[src/design/bba_pkg.sv]
package bba_pkg;

  // Width of the block map as seen on the result channel.
  localparam int MAP_W = 8 * 2 * 4;

  // Default number of blocks on the disk.
  localparam int BLOCKS_DEF = MAP_W;

  localparam int OPCODE_W = 2;
  localparam int COUNT_W  = 7;
  localparam int BLOCK_W  = 6;
  localparam int USED_W   = 7;

  localparam logic [OPCODE_W-1:0] OP_QUERY = 2'd0;
  localparam logic [OPCODE_W-1:0] OP_ALLOC = 2'd1;
  localparam logic [OPCODE_W-1:0] OP_FREE  = 2'd2;

  typedef struct packed {
    logic [OPCODE_W-1:0] opcode;
    logic [COUNT_W-1:0]  count;
    logic [BLOCK_W-1:0]  block;
  } req_t;

  typedef struct packed {
    logic              ok;
    logic [USED_W-1:0] used;
    logic [MAP_W-1:0]  block_map;
  } rsp_t;

  // Commands from the controller to the datapath.
  typedef struct packed {
    logic capture;
    logic scan;
    logic publish;
  } bba_cmd_t;

  // Status from the datapath to the controller.
  typedef struct packed {
    logic need_scan;
    logic scan_done;
    logic rsp_held;
  } bba_sts_t;

endpackage

[src/design/bba_ctrl.sv]
module bba_ctrl
  import bba_pkg::*;
(
  input  logic     clk,
  input  logic     rst,
  input  logic     req_valid,
  output logic     req_stall,
  input  bba_sts_t sts,
  output bba_cmd_t cmd
);

  typedef enum logic [2:0] {
    ST_IDLE = 3'b001,
    ST_SCAN = 3'b010,
    ST_SEND = 3'b100
  } state_t;

  state_t state;
  state_t state_next;

  always_ff @(posedge clk) begin
    if (rst) begin
      state <= ST_IDLE;
    end else begin
      state <= state_next;
    end
  end

  always_comb begin
    state_next  = state;
    cmd.capture = 1'b0;
    cmd.scan    = 1'b0;
    cmd.publish = 1'b0;
    req_stall   = 1'b1;
    case (state)
      ST_IDLE: begin
        req_stall   = 1'b0;
        cmd.capture = req_valid;
        if (req_valid) begin
          state_next = sts.need_scan ? ST_SCAN : ST_SEND;
        end
      end
      ST_SCAN: begin
        cmd.scan = 1'b1;
        if (sts.scan_done) begin
          state_next = ST_SEND;
        end
      end
      ST_SEND: begin
        if (!sts.rsp_held) begin
          cmd.publish = 1'b1;
          state_next  = ST_IDLE;
        end
      end
      default: begin
        state_next = ST_IDLE;
      end
    endcase
  end

endmodule

[src/design/bba_dp.sv]
module bba_dp
  import bba_pkg::*;
#(
  parameter int BLOCKS = BLOCKS_DEF
) (
  input  logic     clk,
  input  logic     rst,
  input  req_t     req,
  input  bba_cmd_t cmd,
  output bba_sts_t sts,
  output logic     rsp_valid,
  input  logic     rsp_stall,
  output rsp_t     rsp
);

  localparam int IDX_W = $clog2(BLOCKS);

  logic [BLOCKS-1:0]  used_map;
  logic [USED_W-1:0]  used;
  logic [COUNT_W-1:0] remaining;
  logic [IDX_W-1:0]   scan_idx;
  logic               ok;

  logic               fits;
  logic               free_hit;
  logic [IDX_W-1:0]   free_idx;
  logic               cur_used;

  // An allocate goes ahead only for a nonzero count that the free blocks cover.
  assign fits = (req.count != '0) &&
                ((8'(req.count) + 8'(used)) <= 8'(BLOCKS));

  assign free_idx = req.block[IDX_W-1:0];
  assign free_hit = ({1'b0, req.block} < 7'(BLOCKS)) && used_map[free_idx];
  assign cur_used = used_map[scan_idx];

  assign sts.need_scan = (req.opcode == OP_ALLOC) && fits;
  assign sts.scan_done = !cur_used && (remaining == COUNT_W'(1));
  assign sts.rsp_held  = rsp_valid && rsp_stall;

  always_ff @(posedge clk) begin
    if (rst) begin
      used_map <= '0;
      used     <= '0;
    end else if (cmd.capture) begin
      case (req.opcode)
        OP_ALLOC: begin
          ok        <= fits;
          remaining <= req.count;
          scan_idx  <= '0;
        end
        OP_FREE: begin
          ok <= 1'b1;
          if (free_hit) begin
            used_map[free_idx] <= 1'b0;
            used               <= used - USED_W'(1);
          end
        end
        default: begin
          ok <= 1'b1;
        end
      endcase
    end else if (cmd.scan) begin
      scan_idx <= scan_idx + IDX_W'(1);
      if (!cur_used) begin
        used_map[scan_idx] <= 1'b1;
        used               <= used + USED_W'(1);
        remaining          <= remaining - COUNT_W'(1);
      end
    end
  end

  // Output register: holds a result until the receiver takes it.
  always_ff @(posedge clk) begin
    if (rst) begin
      rsp_valid <= 1'b0;
    end else if (cmd.publish) begin
      rsp_valid <= 1'b1;
    end else if (!rsp_stall) begin
      rsp_valid <= 1'b0;
    end
  end

  always_ff @(posedge clk) begin
    if (cmd.publish) begin
      rsp.ok        <= ok;
      rsp.used      <= used;
      rsp.block_map <= MAP_W'(used_map);
    end
  end

endmodule

[src/design/bitmap_block_allocator.sv]
// Bitmap block allocator: keeps a map of BLOCKS disk blocks, one bit per
// block, in which a set bit means the block is in use.
//
// Request channel (req_valid, req_stall, req): an item carries an opcode,
// a count and a block index. Query changes nothing, allocate marks the
// lowest-numbered free blocks as used when the count is nonzero and enough
// blocks are free, and free clears one block given by its flat index.
// Result channel (rsp_valid, rsp_stall, rsp): one item per request with the
// success flag, the used-block count and the whole map after the command.
//
// Query and free items, and an allocate that cannot go ahead, pass from
// capture straight to their result; a new item is taken only once the
// previous result has been published. An allocate that goes ahead scans
// the single map register one block per cycle from block 0 until the last
// requested block is set, so it walks at most BLOCKS blocks.
//
// Reset clears the map and the used count, and drops any pending result.
// The result sits in an output register; while the receiver stalls, the
// block still accepts one more item, works on it, and then waits with
// req_stall high until the register frees up.
module bitmap_block_allocator
  import bba_pkg::*;
#(
  parameter int BLOCKS = BLOCKS_DEF
) (
  input  logic clk,
  input  logic rst,
  input  logic req_valid,
  output logic req_stall,
  input  req_t req,
  output logic rsp_valid,
  input  logic rsp_stall,
  output rsp_t rsp
);

  bba_cmd_t cmd;
  bba_sts_t sts;

  // The controller sequences each item: capture, optional scan, publish.
  bba_ctrl u_ctrl (
    .clk       (clk),
    .rst       (rst),
    .req_valid (req_valid),
    .req_stall (req_stall),
    .sts       (sts),
    .cmd       (cmd)
  );

  // The datapath holds the map, the used count and the result register.
  bba_dp #(
    .BLOCKS (BLOCKS)
  ) u_dp (
    .clk       (clk),
    .rst       (rst),
    .req       (req),
    .cmd       (cmd),
    .sts       (sts),
    .rsp_valid (rsp_valid),
    .rsp_stall (rsp_stall),
    .rsp       (rsp)
  );

endmodule

[config.mk]
export PLATFORM = sky130hd
export DESIGN_NAME = bitmap_block_allocator
export DESIGN_NICKNAME = d
export VERILOG_FILES = /design/src/design/bba_pkg.sv /design/src/design/bba_ctrl.sv /design/src/design/bba_dp.sv /design/src/design/bitmap_block_allocator.sv
export SDC_FILE = /design/constraint.sdc
export NUM_CORES = 1
export LEC_CHECK = 0
export BUFFER_PORTS_ARGS = -buffer_cell sky130_fd_sc_hd__buf_2
export CORE_ASPECT_RATIO = 0.6
export CORE_UTILIZATION = 59
export CTS_CLUSTER_DIAMETER = 150
export CTS_CLUSTER_SIZE = 8
export DETAILED_ROUTE_END_ITERATION = 10
export PLACE_DENSITY = 0.83
export SYNTH_ARGS = -nofsm -noshare
export SYNTH_HDL_FRONTEND = slang
export SYNTH_SLANG_ARGS = --single-unit
[constraint.sdc]
create_clock -name clk -period 5.8 [get_ports clk]
set_clock_uncertainty 0.15 [all_clocks]
set_input_delay 1.16 -clock clk [delete_from_list [all_inputs] [get_ports clk]]
set_output_delay 1.16 -clock clk [all_outputs]
set_load 0.005 [all_outputs]
* Word-level counts from Yosys, hierarchy flattened
Cells that the tools add are included.
Word-level totals: register bits 161, input port bits 19, output and inout port bits 74, logic and storage cells 89
Operators by class: add/subtract/negate cells 5, order comparisons 5, equality and inequality tests 14, multiplexer cells 37, bitwise logic cells 4, reductions and logical operators 14
Operators by type and width (count):
- 64-bit 2-to-1 mux | 5
- 64-bit AND | 1
- 64-bit inverter | 1
- 64-bit OR | 1
- 7-bit 2-to-1 mux | 9
- 6-bit 2-to-1 mux | 3
- 6-bit by 7-bit < comparator with 1-bit output (second input constant) | 2
- 7-bit by 1-bit subtractor with 7-bit output (second input constant) | 2
- 1-bit binary-select mux with 6-bit select | 2
- 1-bit demux with 6-bit select | 2
- 6-bit by 1-bit greater-or-equal comparator with 1-bit output (second input constant) | 2
- 3-bit 2-to-1 mux | 4
- 1-bit 2-to-1 mux | 11
- 3-bit one-hot mux with 3 select lines | 1
- 7-bit by 7-bit adder with 8-bit output | 1
- 8-bit by 7-bit <= comparator with 1-bit output (second input constant) | 1
- 2-bit by 1-bit inequality test with 1-bit output (second input constant) | 4
- 2-bit inequality test (second input constant) | 4
- 4-bit AND reduction | 2
- 7-bit by 1-bit adder with 7-bit output (second input constant) | 1
- 7-bit by 1-bit equality test with 1-bit output (second input constant) | 1
- 7-bit nonzero test | 1
- 6-bit by 1-bit adder with 6-bit output (second input constant) | 1
- 1-bit logical AND | 6
- 10 further kinds | 11

* Depth between registers and ports, before layout
Gate-level depths: netlist of run 1.
depth in word-level cells 9, depth in mapped cells 14

* By module
A second synthesis of run 1 with hierarchy kept.
Second synthesis, totals: cells, all modules 718, area total of the unflattened synthesis 7961.4 um^2
Modules (own cells, without submodules):
- bba_dp | times used 1, cells each 695, area each 7787.5 um^2, sequential area each 4023.9 um^2
- bba_ctrl | times used 1, cells each 23, area each 173.9 um^2, sequential area each 60.1 um^2

* Worst setup path before layout of run 1
Ideal clock, no wire load.
kind input-to-reg, start point input rsp_stall, end point register u_dp.rsp[0] (netlist name), setup time 0.526 ns, data arrival time 4.672 ns, slack 0.452 ns, stages on the path 1, path buffers 0, path through a21oi_1
On the way: longest elaborated chain between the ends 3
Ends and longest elaborated chain:
- start, declared | line bitmap_block_allocator.sv:32 | input logic rsp_stall,
- 1-bit logical AND | line bba_dp.sv:39 | assign sts.rsp_held = rsp_valid && rsp_stall;
- 1-bit 2-to-1 mux | line bba_ctrl.sv:50 | if (!sts.rsp_held) begin
- 1-bit 2-to-1 mux | line bba_ctrl.sv:35 | case (state)
No other way between the ends. A chain may end at the register's enable or synchronous reset.

* Worst setup path after layout of run 1
start point register u_dp.scan_idx[0], end point register u_dp.remaining[1] (enable)
On the way: longest elaborated chain between the ends 4
Ends and longest elaborated chain:
- start, declared | line bba_dp.sv:21 | logic [IDX_W-1:0] scan_idx;
- start signal, assigned | line bba_dp.sv:64 | scan_idx <= scan_idx + IDX_W'(1);
- 1-bit binary-select mux with 6-bit select | line bba_dp.sv:35 | assign cur_used = used_map[scan_idx];
- 1-bit 2-to-1 mux (implied by the code) | line bba_dp.sv:35
- 2-bit inequality test (no source line)
- 4-bit AND reduction (no source line)
- end signal, assigned | line bba_dp.sv:49 | remaining <= req.count;
- end signal, assigned | line bba_dp.sv:68 | remaining <= remaining - COUNT_W'(1);
- end, declared | line bba_dp.sv:20 | logic [COUNT_W-1:0] remaining;
No other way between the ends. The select of a mux whose other input is x is not followed.

==> results of run 1 <==
[worst max-delay path, stage by stage (launching register included)]
cell	delay, ns
edfxtp_1	0.88
buf_4	0.37
nor2b_1	0.12
a221oi_2	0.27
a21oi_1	0.06
or4_1	0.55
a32oi_2	0.34
nand2_1	0.46
a21oi_1	0.64
[final timing paths]
path | endpoint | slack (ns) | cells after the start
worst max-delay path | u_dp.remaining[1] | 1.60 | 8
worst min-delay path | u_dp.rsp[71] | 0.29 | 0
worst max register to register | u_dp.remaining[1] | 1.60 | 8
worst min register to register | u_dp.rsp[71] | 0.29 | 0
[metal layers]
| layer | routed length [um] | GRT usage | share of wire | vias to the layer above |
|---|---|---|---|---|
| met3 | 3471 | 0.1033 | 0.14 | 48 |
| met5 | 0 | 0 | 0 | - |
| met4 | 415 | 0.09158 | 0.017 | 0 |
| met1 | 10300 | 0.5112 | 0.43 | 3252 |
| li1 | - | - | - | 2934 |
| met2 | 9751 | 0.4751 | 0.41 | 479 |
[cells by family (layout without fill, tap and decap cells)]
logic type | count (synthesis) | in the layout | synth area share
AO/OA/AOI/OAI | 184 | 184 | 0.1472
XOR/XNOR | 16 | 16 | 0.01703
adder cells (fa/ha/maj) | 17 | 17 | 0.02768
buffers and inverters | 56 | 139 | 0.03483
flip-flops | 161 | 161 | 0.4964
multiplexers | 44 | 44 | 0.08122
AND/OR/NAND/NOR | 271 | 271 | 0.1956
[registers in the layout, summed over array words and instances, names as in the netlist]
name	flops
u_ctrl.state	3
u_dp.ok	1
u_dp.used	7
u_dp.remaining	7
u_dp.used_map	64
u_dp.rsp	72
u_dp.rsp_valid	1
u_dp.scan_idx	6
[synth_stat cells, types with 18 or more instances]
library cell / instances / share of area
dfxtp_1: 75 / 0.18
nor2_1: 31 / 0.014
nand2b_1: 41 / 0.031
nand4_1: 19 / 0.014
edfxtp_1: 86 / 0.31
o21ai_1: 44 / 0.027
o21ai_0: 51 / 0.031
o31ai_1: 18 / 0.016
nand2_1: 42 / 0.019
mux4_2: 18 / 0.049
mux2i_1: 24 / 0.029
nor2b_1: 65 / 0.049
clkbuf_1: 26 / 0.012
nand3_1: 18 / 0.011
[report_power, final]
| group | total, uW | switching (uW) | internal [uW] |
|---|---|---|---|
| Sequential | 1210 | 8.92 | 1200 |
| Combinational | 127 | 85.4 | 41.7 |
| Clock | 1080 | 483 | 597 |
| Total | 2420 | 578 | 1840 |
[final cells by class]
type	count	area share
tap	170	0.02296
timing repair buffer	98	0.05457
clock inverter	13	0.01364
multi-input combinational	532	0.4175
sequential	161	0.4409
inverter	10	0.004052
clock buffer	18	0.04633
[metrics by stage]
step | worst slack (ns) | instances | total power (uW)
final | 1.601 | 1002 | 2419
after global routing | 1.435 | 1002 | 2476
after CTS | 1.664 | 1002 | 2414
after detailed placement | 1.493 | 971 | 1359
after floorplan | 0.4516 | 749 | 1321
after global placement | 1.560 | 971 | 1354
==> results.md, run 1 <==
Outcome:
- The run finished with clean final reports.

CTS:
- The cell sitting at the root of the clock tree is a clkbuf_16.
- In this run the deepest clock path goes through 2 buffers.
- The total clock sinks is 161.
- After clock tree synthesis, the clock-pin slew on the worst setup and hold paths is roughly 0.070 ns.
- The number of levels in the clock H-tree is 4.
- Clock latency on the worst-skew pair, taken at its later pin, is between 0.4 and 0.5 ns.
- TritonCTS built the clock tree.
- The quantity of gates resized following cts is 0.
- The hold-fix buffer count after cts is 0.
- The total CTS buffers is 17.
- In this run the post-CTS setup repair buffer count came out at 0.

Die:
- The core area is between 10000 and 15000 um^2.
- The die covers approximately 14000 um^2.
- The number of placement rows is 32.
- The floorplan die width is between 150 and 200 um.
- For this design the top-level I/O count stands at 93.
- The starting utilization of the core area is 0.6226.
- The floorplan die height is 93.47 um.

STA:
- The total setup violations reported at the end of the flow is 0.
- The transition time of the tightest slew-check pin is between 0.9 and 1 ns.
- The final worst-path cycle share is 0.7240.
- The final max-slew violation count is 0.
- The count of endpoints failing hold in the final timing report is 0.
- Subtracting the final worst setup slack from the clock period gives ~4.2 ns.
- The fmax is 238.1 MHz.
- The worst pin sits at a relative slew slack of 0.3525.
- Setup repair after global routing left no endpoint under its margin.
- After routing, the total negative slack on setup checks comes to 0 ns.
- The worst hold slack is approximately 0.29 ns.

Setup path:
- STA classifies the critical path endpoint as a flop.
- The critical path in this run is classified as flop to flop.
- Of all nets on the critical path, the largest fanout is 15.
- The kind of start point of the critical path is a flop.
- The required time of the critical path is about 5.7 ns.
- The critical path starts at u_dp.scan_idx[0].
- In this run the critical register-to-register path is launched from u_dp.scan_idx[0].
- The critical path arrival is 4.11 ns.

Finish:
- The number of antenna repair diodes is 0.
- The final instance area is around 9000 um^2.
- For this run, the share of the core covered by cells in the final layout is 0.7010.
- For this run, the post-layout net count is 856.
- The share of layout cells above drive strength 1 is 0.2175.
- The multi-input combinational cells in the finished layout cover a total of between 3000 and 4000 um^2.
- The relative area change from synthesis to final layout is 12.59%.
- In the final layout, flip-flops and latches occupy between 4000 and 5000 um^2.
- The filler cell count in the final layout is between 900 and 1k.
- The library cell used most frequently in the layout, excluding fill and tap cells, is buf_2.
- The library cells used most frequently in the layout, excluding fill and tap cells, are 92 x buf_2, 86 x edfxtp_1, 75 x dfxtp_1.

Detailed routing:
- After detailed routing, the number of vias per cell comes to 6.700.
- The per-cell routed wire length is 23.89 um.
- After detailed routing, the number of remaining DRC violations is 0.
- The number of vias after detailed routing is about 6.7k.
- The number of search-and-repair iterations in the first detailed-routing pass is 6.
- The routed wire length is around 24000 um.
- In this run the remaining antenna-violating nets after routing total 0.
- The number of DRC markers in iteration 0 is roughly 920.

Logic synthesis:
- Of the synthesized area, sequential elements account for 0.4964.
- The net count after synthesis is around 790.
- The count of distinct cell types in the synthesized netlist is 57.
- The average instance in the mapped netlist occupies between 10 and 15 um^2.
- Synthesis handed over a netlist of between 700 and 800 instances.
- After synthesis, the share of flip-flops with an asynchronous set or reset is 0.
- Among all flip-flop cells after synthesis, the most frequent one is edfxtp_1.
- The summed instance area of the synthesized netlist is about 8200 um^2.
- The total of flip-flops plus latches after synthesis is ~160.
- Counting flops with a built-in enable in the synthesized netlist gives between 80 and 90.
- The number of warnings reported in the yosys synthesis log is 0.

Place:
- The number of input and output port buffers inserted is 92.
- The placed standard-cell area is 8707 um^2.
- Detailed placement finished with a half-perimeter wire length of 17310 um.
- The congestion estimate from routability-driven global placement came to roughly 1.

GRT:
- The first global-routing pass estimated between 30000 and 40000 um of wire.
- The total track usage is 0.3418.
- The number of antenna violations at the first check in global routing is 0.
- After global routing the overflow that remains totals 0.
- Entering global routing, the biggest net connects 50 pins.
- The number of global-route vias before repair came to roughly 6.2k.

Power:
- The worst supply voltage drop on vdd is slightly below 0.2 mV.
- The cell area power density is 261.2 nW/um^2.
- For this design the static power due to leakage is approximately 0.0035 uW.

Flow run:
- The number of max-capacitance violations reported is 0.

Hold path:
- The hold path startpoint is u_dp.ok.
- In this run the worst hold path is classified as flop to flop.
(Power assumes the default switching activity.)
==> inputs of run 2 (changes only) <==
==> constraint.sdc (replaced) <==
create_clock -name clk -period 4.15 [get_ports clk]
set_clock_uncertainty 0.15 [all_clocks]
set_input_delay 0.83 -clock clk [delete_from_list [all_inputs] [get_ports clk]]
set_output_delay 0.83 -clock clk [all_outputs]
set_load 0.005 [all_outputs]
==> run 2 against run 1 <==
  * Register-to-register slack worse by 1.2 ns
  * Clock power rose by 39%
  * Fmax increased by 13%
  * Critical endpoint is now u_dp.used_map[6]
  * Highest routed layer unchanged
==> results.md, run 2 (synthesis gave the netlist of run 1 again) <==
Finish:
- The flip-flop count of the largest register after layout is 72 (unchanged).
- The most common cell after layout, fill and taps aside is buf_2.
- The relative area change from synthesis to final layout is 13.90%.
- The library cells used most frequently in the layout, excluding fill and tap cells, are 92 x buf_2, 86 x edfxtp_1, 75 x dfxtp_1.
- Counting flops per register, the top entry is u_dp.rsp.
- The filler cell count in the final layout is 955 (-2.3%).
- The largest registers in the layout are u_dp.rsp: 72 flops, u_dp.used_map: 64 flops.
- The final core utilization was 0.7092 (+0.008144).
- The number of antenna repair diodes was 0 (unchanged).
- The number of nets in the final layout is 867 (+1.3%).
- The share of layout cells above drive strength 1 is 0.2299 (+0.01231).

CTS:
- TritonCTS built the clock tree.
- The total CTS buffers is 17 (unchanged).
- The latest clock arrival within the worst-skew pair was 0.42 ns (about the same).
- The number of levels in the clock H-tree is 4 (unchanged).
- The clock edge transition at the registers on the reported setup and hold paths was 0.07 ns (about the same).
- The hold-fix buffer count after cts was 0 (unchanged).
- The maximum clock path buffer count was 2 (unchanged).
- The quantity of gates resized following cts is 0 (unchanged).
- The total setup buffers inserted after CTS is 0 (unchanged).
- The root buffer cell chosen for the clock tree is clkbuf_16.
- The total clock sinks was 161 (unchanged).

Setup path:
- The slowest cell on the critical path is edfxtp_1.
- The critical path endpoint category is a flop.
- The critical path arrival is 3.91 ns (-0.20 ns).
- The most critical setup path has its startpoint at u_dp.scan_idx[0].
- The critical path is of the flop to flop type.
- The maximum fanout along the worst path is 23 (+8).
- The kind of start point of the critical path is a flop.
- The biggest cell delay along the critical path came to 0.91 ns (+0.03 ns).
- The signal on the critical path passes through nor2b_1 > a221oi_2 > a21oi_1 > or4_1 > a32oi_2 > and2_1 > buf_4 > nand3b_4 > o21ai_1.
- The required time of the critical path is 4.34 ns (-1.37 ns).
- The internal reg-to-reg setup slack is 0.43 ns (-1.17 ns).
- The reg-to-reg critical path startpoint is u_dp.scan_idx[0].

Power:
- The post-layout total power is 3381 uW (+40%).
- The worst supply voltage drop on vdd is 0.2330 mV (+18%).
- The power share of the combinational group is 0.056 (+0.003).
- The sequential fraction of design power is 0.501 (about the same).
- The clock share of power is 0.443 (-0.004).
- The switching portion of total power is 0.2399 (+0.001044).
- The switching power of the nets is 810.9 uW (+40%).
- The cell area power density is 360.8 nW/um^2 (+38%).
- The internal power is 2570 uW (+40%).
- The leakage power of the design was 0.003604 uW (+1.9%).

GRT:
- The total grt overflow is 0 (unchanged).
- The number of global-route vias before repair is 6262 (+0.53%).
- The total track usage came to 0.3608 (+0.01899).
- The number of antenna violations at the first check in global routing was 0 (unchanged).
- The first-pass GRT wire length is 37830 um (+3.5%).
- The largest net degree at the start of global routing is 47 (-6.0%).

Die:
- The floorplan die height is 93.47 um (unchanged).
- The core area was 13210 um^2 (unchanged).
- The floorplan die width is 154.4 um (unchanged).
- The starting utilization of the core area was 0.6226 (unchanged).
- The number of placement rows came to 32 (unchanged).
- The number of placed I/O pins is 93 (unchanged).
- The total die area is 14440 um^2 (unchanged).

STA:
- Setup repair after global routing left no endpoint under its margin.
- The final worst-path cycle share came to 0.8962 (+0.1723).
- The remaining max-slew budget at the tightest pin came to 0.3442 (-0.008330).
- The final max-slew violation count was 0 (unchanged).
- The final setup TNS is 0 ns (unchanged).
- The least setup slack across all paths after layout came to 0.4306 ns (-1.170 ns).
- The count of endpoints failing hold in the final timing report is 0 (unchanged).
- The transition time of the tightest slew-check pin was 0.9816 ns (+0.01247 ns).
- The minimum clock period after layout is 3.719 ns (-0.4797 ns).
- The total setup violations reported at the end of the flow is 0 (unchanged).
- The fmax is 268.9 MHz (+13%).

Place:
- The pre-CTS setup slack is 0.4555 ns (-1.037 ns).
- The number of input and output port buffers inserted came to 92 (unchanged).
- The detailed-placement wirelength estimate is 18630 um (+7.6%).
- The placer congestion estimate is 0.9500 (-5.5%).

Detailed routing:
- The routed wire length came to 25060 um (+4.7%).
- The count of unresolved DRC violations after routing is 0 (unchanged).
- The number of search-and-repair iterations in the first detailed-routing pass is 5 (-1).
- The number of nets with antenna violations after detailed routing is 0 (unchanged).
- The number of DRC markers in iteration 0 was 662 (-28%).
- The per-cell routed wire length is 24.71 um (+3.4%).
- The number of vias after detailed routing is 6754 (+0.61%).
- The average via count per standard cell came to 6.661 (-0.58%).

Hold path:
- In this run the most critical hold path is launched from u_dp.ok.
- The path class of the lowest-slack min-delay path is flop to flop.

Flow run:
- The number of max-capacitance violations reported is 0 (unchanged).

Outcome:
- The flow ran to the end, and the final reports show no timing, DRC or antenna violations.
## run 2: cell count changes in the layout (fill, tap and decap cells not counted)
cell        previous run  this run
bufinv_16              1         0
clkinvlp_4             4         2
clkinv_4               0         6
buf_12                 0         1
inv_6                  5         2
clkbuf_8               0         3
clkbuf_1               1         0
buf_4                  6        16
inv_4                  1         0
## run 2: path summary, 6_finish.rpt
check	endpoint	cells after the start
worst max register to register	u_dp.used_map[6]	9
worst min register to register	u_dp.rsp[71]	0
worst min-delay path	u_dp.rsp[71]	0
worst max-delay path	u_dp.used_map[6]	9
## run 2: per-stage QoR
stage	hold slack, ns	std cells	area, um^2
floorplan	0.2503	749	8230
global placement	0.2521	982	8802
detailed placement	0.2599	982	8802
CTS	0.2750	1014	9370
global route	0.2769	1014	9370
finish	0.2722	1014	9370
## run 2: power by group through the flow
| stage | registers [uW] | logic, uW | clock network, uW |
|---|---|---|---|
| 3_5_place_dp | 1730 | 186 | 0 |
| 5_1_grt | 1690 | 205 | 1570 |
| 6_report | 1690 | 191 | 1500 |
| 2_1_floorplan | 1720 | 123 | 0 |
| 4_1_cts | 1690 | 186 | 1500 |
| 3_3_place_gp | 1730 | 180 | 0 |
## run 2: area by class of cell
cell class | count | area (um^2) | share of cell area
multi-input cells | 532 | 3867 | 0.4127
clock buffers | 20 | 466.7 | 0.04981
repair buffers | 109 | 600.6 | 0.06409
inverters | 10 | 37.54 | 0.004006
flip-flops and latches | 161 | 4084 | 0.4358
clock inverters | 12 | 101.3 | 0.01082
well taps | 170 | 212.7 | 0.02270
## run 2: per-layer routing
metal | GRT usage | wire (um) | vias up
met3 | 0.1260 | 3649 | 50
met5 | 0 | 0 | -
met1 | 0.5430 | 11010 | 3242
met2 | 0.4864 | 9906 | 489
li1 | - | - | 2973
met4 | 0.09076 | 488 | 0
## run 2: worst max-delay path, delay by kind of cell (launching register included)
family	cells	cell delay, ns
compound gates	4	0.99
buf+inv	1	0.30
simple gates	4	1.27
flops	1	0.91
==> inputs of run 3 (changes only) <==
--- a/config.mk
+++ b/config.mk
@@ -5,13 +5,14 @@
 export SDC_FILE = /design/constraint.sdc
 export NUM_CORES = 1
 export LEC_CHECK = 0
+export ABC_AREA = 1
 export BUFFER_PORTS_ARGS = -buffer_cell sky130_fd_sc_hd__buf_2
 export CORE_ASPECT_RATIO = 0.6
-export CORE_UTILIZATION = 59
+export CORE_UTILIZATION = 60
 export CTS_CLUSTER_DIAMETER = 150
 export CTS_CLUSTER_SIZE = 8
 export DETAILED_ROUTE_END_ITERATION = 10
-export PLACE_DENSITY = 0.83
+export PLACE_DENSITY = 0.84
 export SYNTH_ARGS = -nofsm -noshare
 export SYNTH_HDL_FRONTEND = slang
 export SYNTH_SLANG_ARGS = --single-unit
==> run 3 against run 2 <==
  * Count of clock-buffer cells in the layout fell by 2
  * Non-clock buffer count fell by 3
  * Core utilization fell by 1.5 points
  * Flip-flop and latch count did not move
==> results.md, run 3 <==
Outcome:
- The flow ran to the end, and the final reports show no timing, DRC or antenna violations.

Detailed routing:
- The average via count per standard cell is 6.138 (-7.8%).
- The number of search-and-repair iterations in the first detailed-routing pass came to 9 (+4).
- The routed wire length is 27420 um (+9.4%).
- The count of unresolved DRC violations after routing is 0 (unchanged).
- The per-cell routed wire length was 18.43 um (-25%).
- The number of nets with antenna violations after detailed routing was 0 (unchanged).
- The number of vias after detailed routing came to 9134 (+35%).
- The number of DRC markers in iteration 0 is 1507 (+130%).

STA:
- The fmax was 308.2 MHz (+15%).
- The transition time of the tightest slew-check pin came to 1.055 ns (+0.07317 ns).
- The minimum clock period after layout was 3.245 ns (-0.4742 ns).
- The count of endpoints failing hold in the final timing report is 0 (unchanged).
- The total setup violations reported at the end of the flow is 0 (unchanged).
- Setup repair after global routing left no endpoint under its margin.
- The remaining max-slew budget at the tightest pin is 0.2968 (-0.04732).
- The final max-slew violation count was 0 (unchanged).
- The final setup TNS is 0 ns (unchanged).
- The final worst-path cycle share is 0.7820 (-0.1143).

GRT:
- The number of global-route vias before repair is 8251 (+32%).
- After global routing, the most crowded layer is met1.
- The met3 usage is 0.09091 (-0.03513).
- The met2 routing resource usage after global routing was 0.4997 (+0.01324).
- The number of antenna violations at the first check in global routing is 0 (unchanged).
- The met1 usage in global routing came to 0.5250 (-0.01805).
- The total grt overflow is 0 (unchanged).
- The first-pass GRT wire length is 43760 um (+16%).
- The total track usage is 0.3553 (-0.005466).
- The largest net degree at the start of global routing is 126 (+170%).

Power:
- The leakage power of the design is 0.003811 uW (+5.7%).
- The worst supply voltage drop on vdd is 0.2556 mV (+9.7%).
- The cell area power density came to 428.6 nW/um^2 (+19%).

Die:
- The floorplan die height is 97.82 um (+4.7%).
- The total die area is 15820 um^2 (+9.6%).
- The floorplan die width is 161.7 um (+4.7%).
- The number of placement rows is 34 (+6.3%).
- The starting utilization of the core area is 0.6238 (+0.001135).
- The core area came to 14720 um^2 (+11%).
- The number of placed I/O pins is 93 (unchanged).

CTS:
- The quantity of gates resized following cts is 0 (unchanged).
- The hold-fix buffer count after cts is 0 (unchanged).
- The total clock sinks came to 161 (unchanged).
- The maximum clock path buffer count is 2 (unchanged).
- The clock edge transition at the registers on the reported setup and hold paths was 0.07 ns (about the same).
- The total setup buffers inserted after CTS is 0 (unchanged).
- The cell sitting at the root of the clock tree is a clkbuf_16.
- The TritonCTS clock tree is yes.
- The total CTS buffers came to 17 (unchanged).
- The latest clock arrival within the worst-skew pair is 0.43 ns (about the same).
- The number of levels in the clock H-tree came to 4 (unchanged).

Setup path:
- The kind of start point of the critical path is a flop.
- The maximum fanout along the worst path is 40 (+74%).
- The required time of the critical path is 4.06 ns (-0.28 ns).
- The biggest cell delay along the critical path is 0.67 ns (-0.24 ns).
- The worst setup path is captured at a flop.
- Traced cell by cell, the critical path runs through buf_12 > or2_2 > nand3_1 > nand2_1 > o21ai_0 > nand2_1 > nor2_2 > nand3_1 > nand2_2 > nor3b_2.
- Among all stages on the critical path, the largest delay is contributed by edfxtp_1.
- The kind of cell adding the most delay to the critical path is simple AND/OR/NAND/NOR gates.
- The critical path class is flop to flop.
- The critical path arrival is 3.15 ns (-0.76 ns).
- The number of buffer and inverter stages on the critical path is 1 (unchanged).

Logic synthesis:
- The top cell type's share of synthesized area is 0.2813 (-0.03264).
- The summed instance area of the synthesized netlist is 9181 um^2 (+12%).
- The synthesized area per cell is 7.550 um^2 (-31%).
- The number of flops mapped to enable cells by yosys was 86 (unchanged).
- The register area share after synthesis is 0.4448 (-0.05162).
- The number of warnings reported in the yosys synthesis log is 0 (unchanged).
- Sorting the synthesized cells by area gives the leading types as edfxtp_1 28%, dfxtp_1 16%, nand2_1 12%.
- The count of distinct cell types in the synthesized netlist is 36 (-37%).
- The post-synthesis cell type with the largest combined area is edfxtp_1.
- The net count after synthesis came to 1252 (+59%).
- The proportion of register bits with asynchronous set or reset after synthesis was 0 (unchanged).
- The most frequent cell after synthesis is nand2_1.
- By count the netlist is led by 302 x nand2_1, 208 x o21ai_0, 116 x nand3_1.
- The predominant post-synthesis flop cell is edfxtp_1.
- The total of flip-flops plus latches after synthesis is 161 (unchanged).
- The cell count after synthesis was 1216 (+62%).

Finish:
- The number of nets in the final layout was 1313 (+51%).
- The final core utilization is 0.6944 (-0.01478).
- The largest registers in the layout are u_dp.rsp: 72 flops, u_dp.used_map: 64 flops.
- Ranked by flip-flop count, first place goes to u_dp.rsp.
- The final instance area was 10220 um^2 (+9.1%).
- The filler cell count in the final layout came to 1196 (+25%).
- The number of antenna repair diodes was 0 (unchanged).
- The relative area change from synthesis to final layout is 11.33%.
- The flip-flop count of the largest register after layout is 72 (unchanged).
- The combined area of the multi-input logic cells is 4328 um^2 (+12%).
- The most common cell after layout, fill and taps aside is nand2_1.
- Leaving out fill and tap cells, the most frequent cells in the layout are 302 x nand2_1, 208 x o21ai_0, 116 x nand3_1.
- The non-filler instance count after layout is 1488 (+47%).
- The area used by sequential logic in the layout came to 4084 um^2 (unchanged).
- The share of layout cells above drive strength 1 is 0.1240 (-0.1058).

Place:
- The placer congestion estimate is 0.9652 (+1.6%).
- The placed standard-cell area came to 9635 um^2 (+9.5%).
- The detailed-placement wirelength estimate is 17680 um (-5.1%).
- The number of input and output port buffers inserted is 92 (unchanged).
- The number of cells after detailed placement came to 1456 (+48%).

Hold path:
- The path class of the lowest-slack min-delay path is flop to flop.

Flow run:
- The number of max-capacitance violations reported came to 0 (unchanged).
run 3: cell types whose count changed after synthesis, moves of 65 or more:
cell	previous run	this run
a21oi_1	17	86
inv_1	10	100
nand2_1	42	302
nand3_1	18	116
nor2b_1	65	0
o21ai_0	51	208
run 3: per-stage QoR:
step	total power (uW)	setup slack (ns)	hold WS, ns
floorplan	2561	0.7623	0.2503
global placement	2775	0.8956	0.2918
detailed placement	2800	0.8451	0.2927
CTS	4345	0.9751	0.3212
global route	4547	0.7612	0.3173
finish	4381	0.9048	0.3123
run 3: cell families (layout without fill, tap and decap cells):
| family | after synthesis | after routing | synth area share |
|---|---|---|---|
| fa+ha+maj | 17 | 17 | 0.02480 |
| compound gates | 344 | 344 | 0.1980 |
| xor+xnor | 10 | 10 | 0.009539 |
| buf+inv | 169 | 243 | 0.08504 |
| simple gates | 515 | 515 | 0.2378 |
| flops | 161 | 161 | 0.4448 |
run 3: where the power goes:
group | leakage, uW | internal (uW) | switching, uW | total (uW)
clock network | 0.000281 | 896 | 680 | 1580
logic | 0.00220 | 266 | 684 | 950
registers | 0.00133 | 1790 | 67.7 | 1860
total | 0.00381 | 2950 | 1430 | 4380
run 3: layout make-up:
| type | instances | area share |
|---|---|---|
| sequential | 161 | 0.3996 |
| clock inverter | 14 | 0.01530 |
| timing repair buffer | 106 | 0.05655 |
| clock buffer | 18 | 0.04199 |
| tap | 198 | 0.02424 |
| multi-input combinational | 886 | 0.4234 |
| inverter | 105 | 0.03893 |
run 3: final timing paths:
| check | start | to | slack (ns) | cells past startpoint |
|---|---|---|---|---|
| max | u_dp.scan_idx[0] | u_dp.remaining[1] | 0.90 | 10 |
| min | u_dp.ok | u_dp.rsp[71] | 0.31 | 0 |
| max reg2reg | u_dp.scan_idx[0] | u_dp.remaining[1] | 0.90 | 10 |
| min reg2reg | u_dp.ok | u_dp.rsp[71] | 0.31 | 0 |
run 3: layer usage:
layer | share of wire | vias to the layer above | wire length, um
met5 | 0 | - | 0
met4 | 0.030 | 0 | 827
met3 | 0.14 | 105 | 3716
met2 | 0.40 | 631 | 11020
met1 | 0.43 | 4132 | 11860
li1 | - | 4266 | -
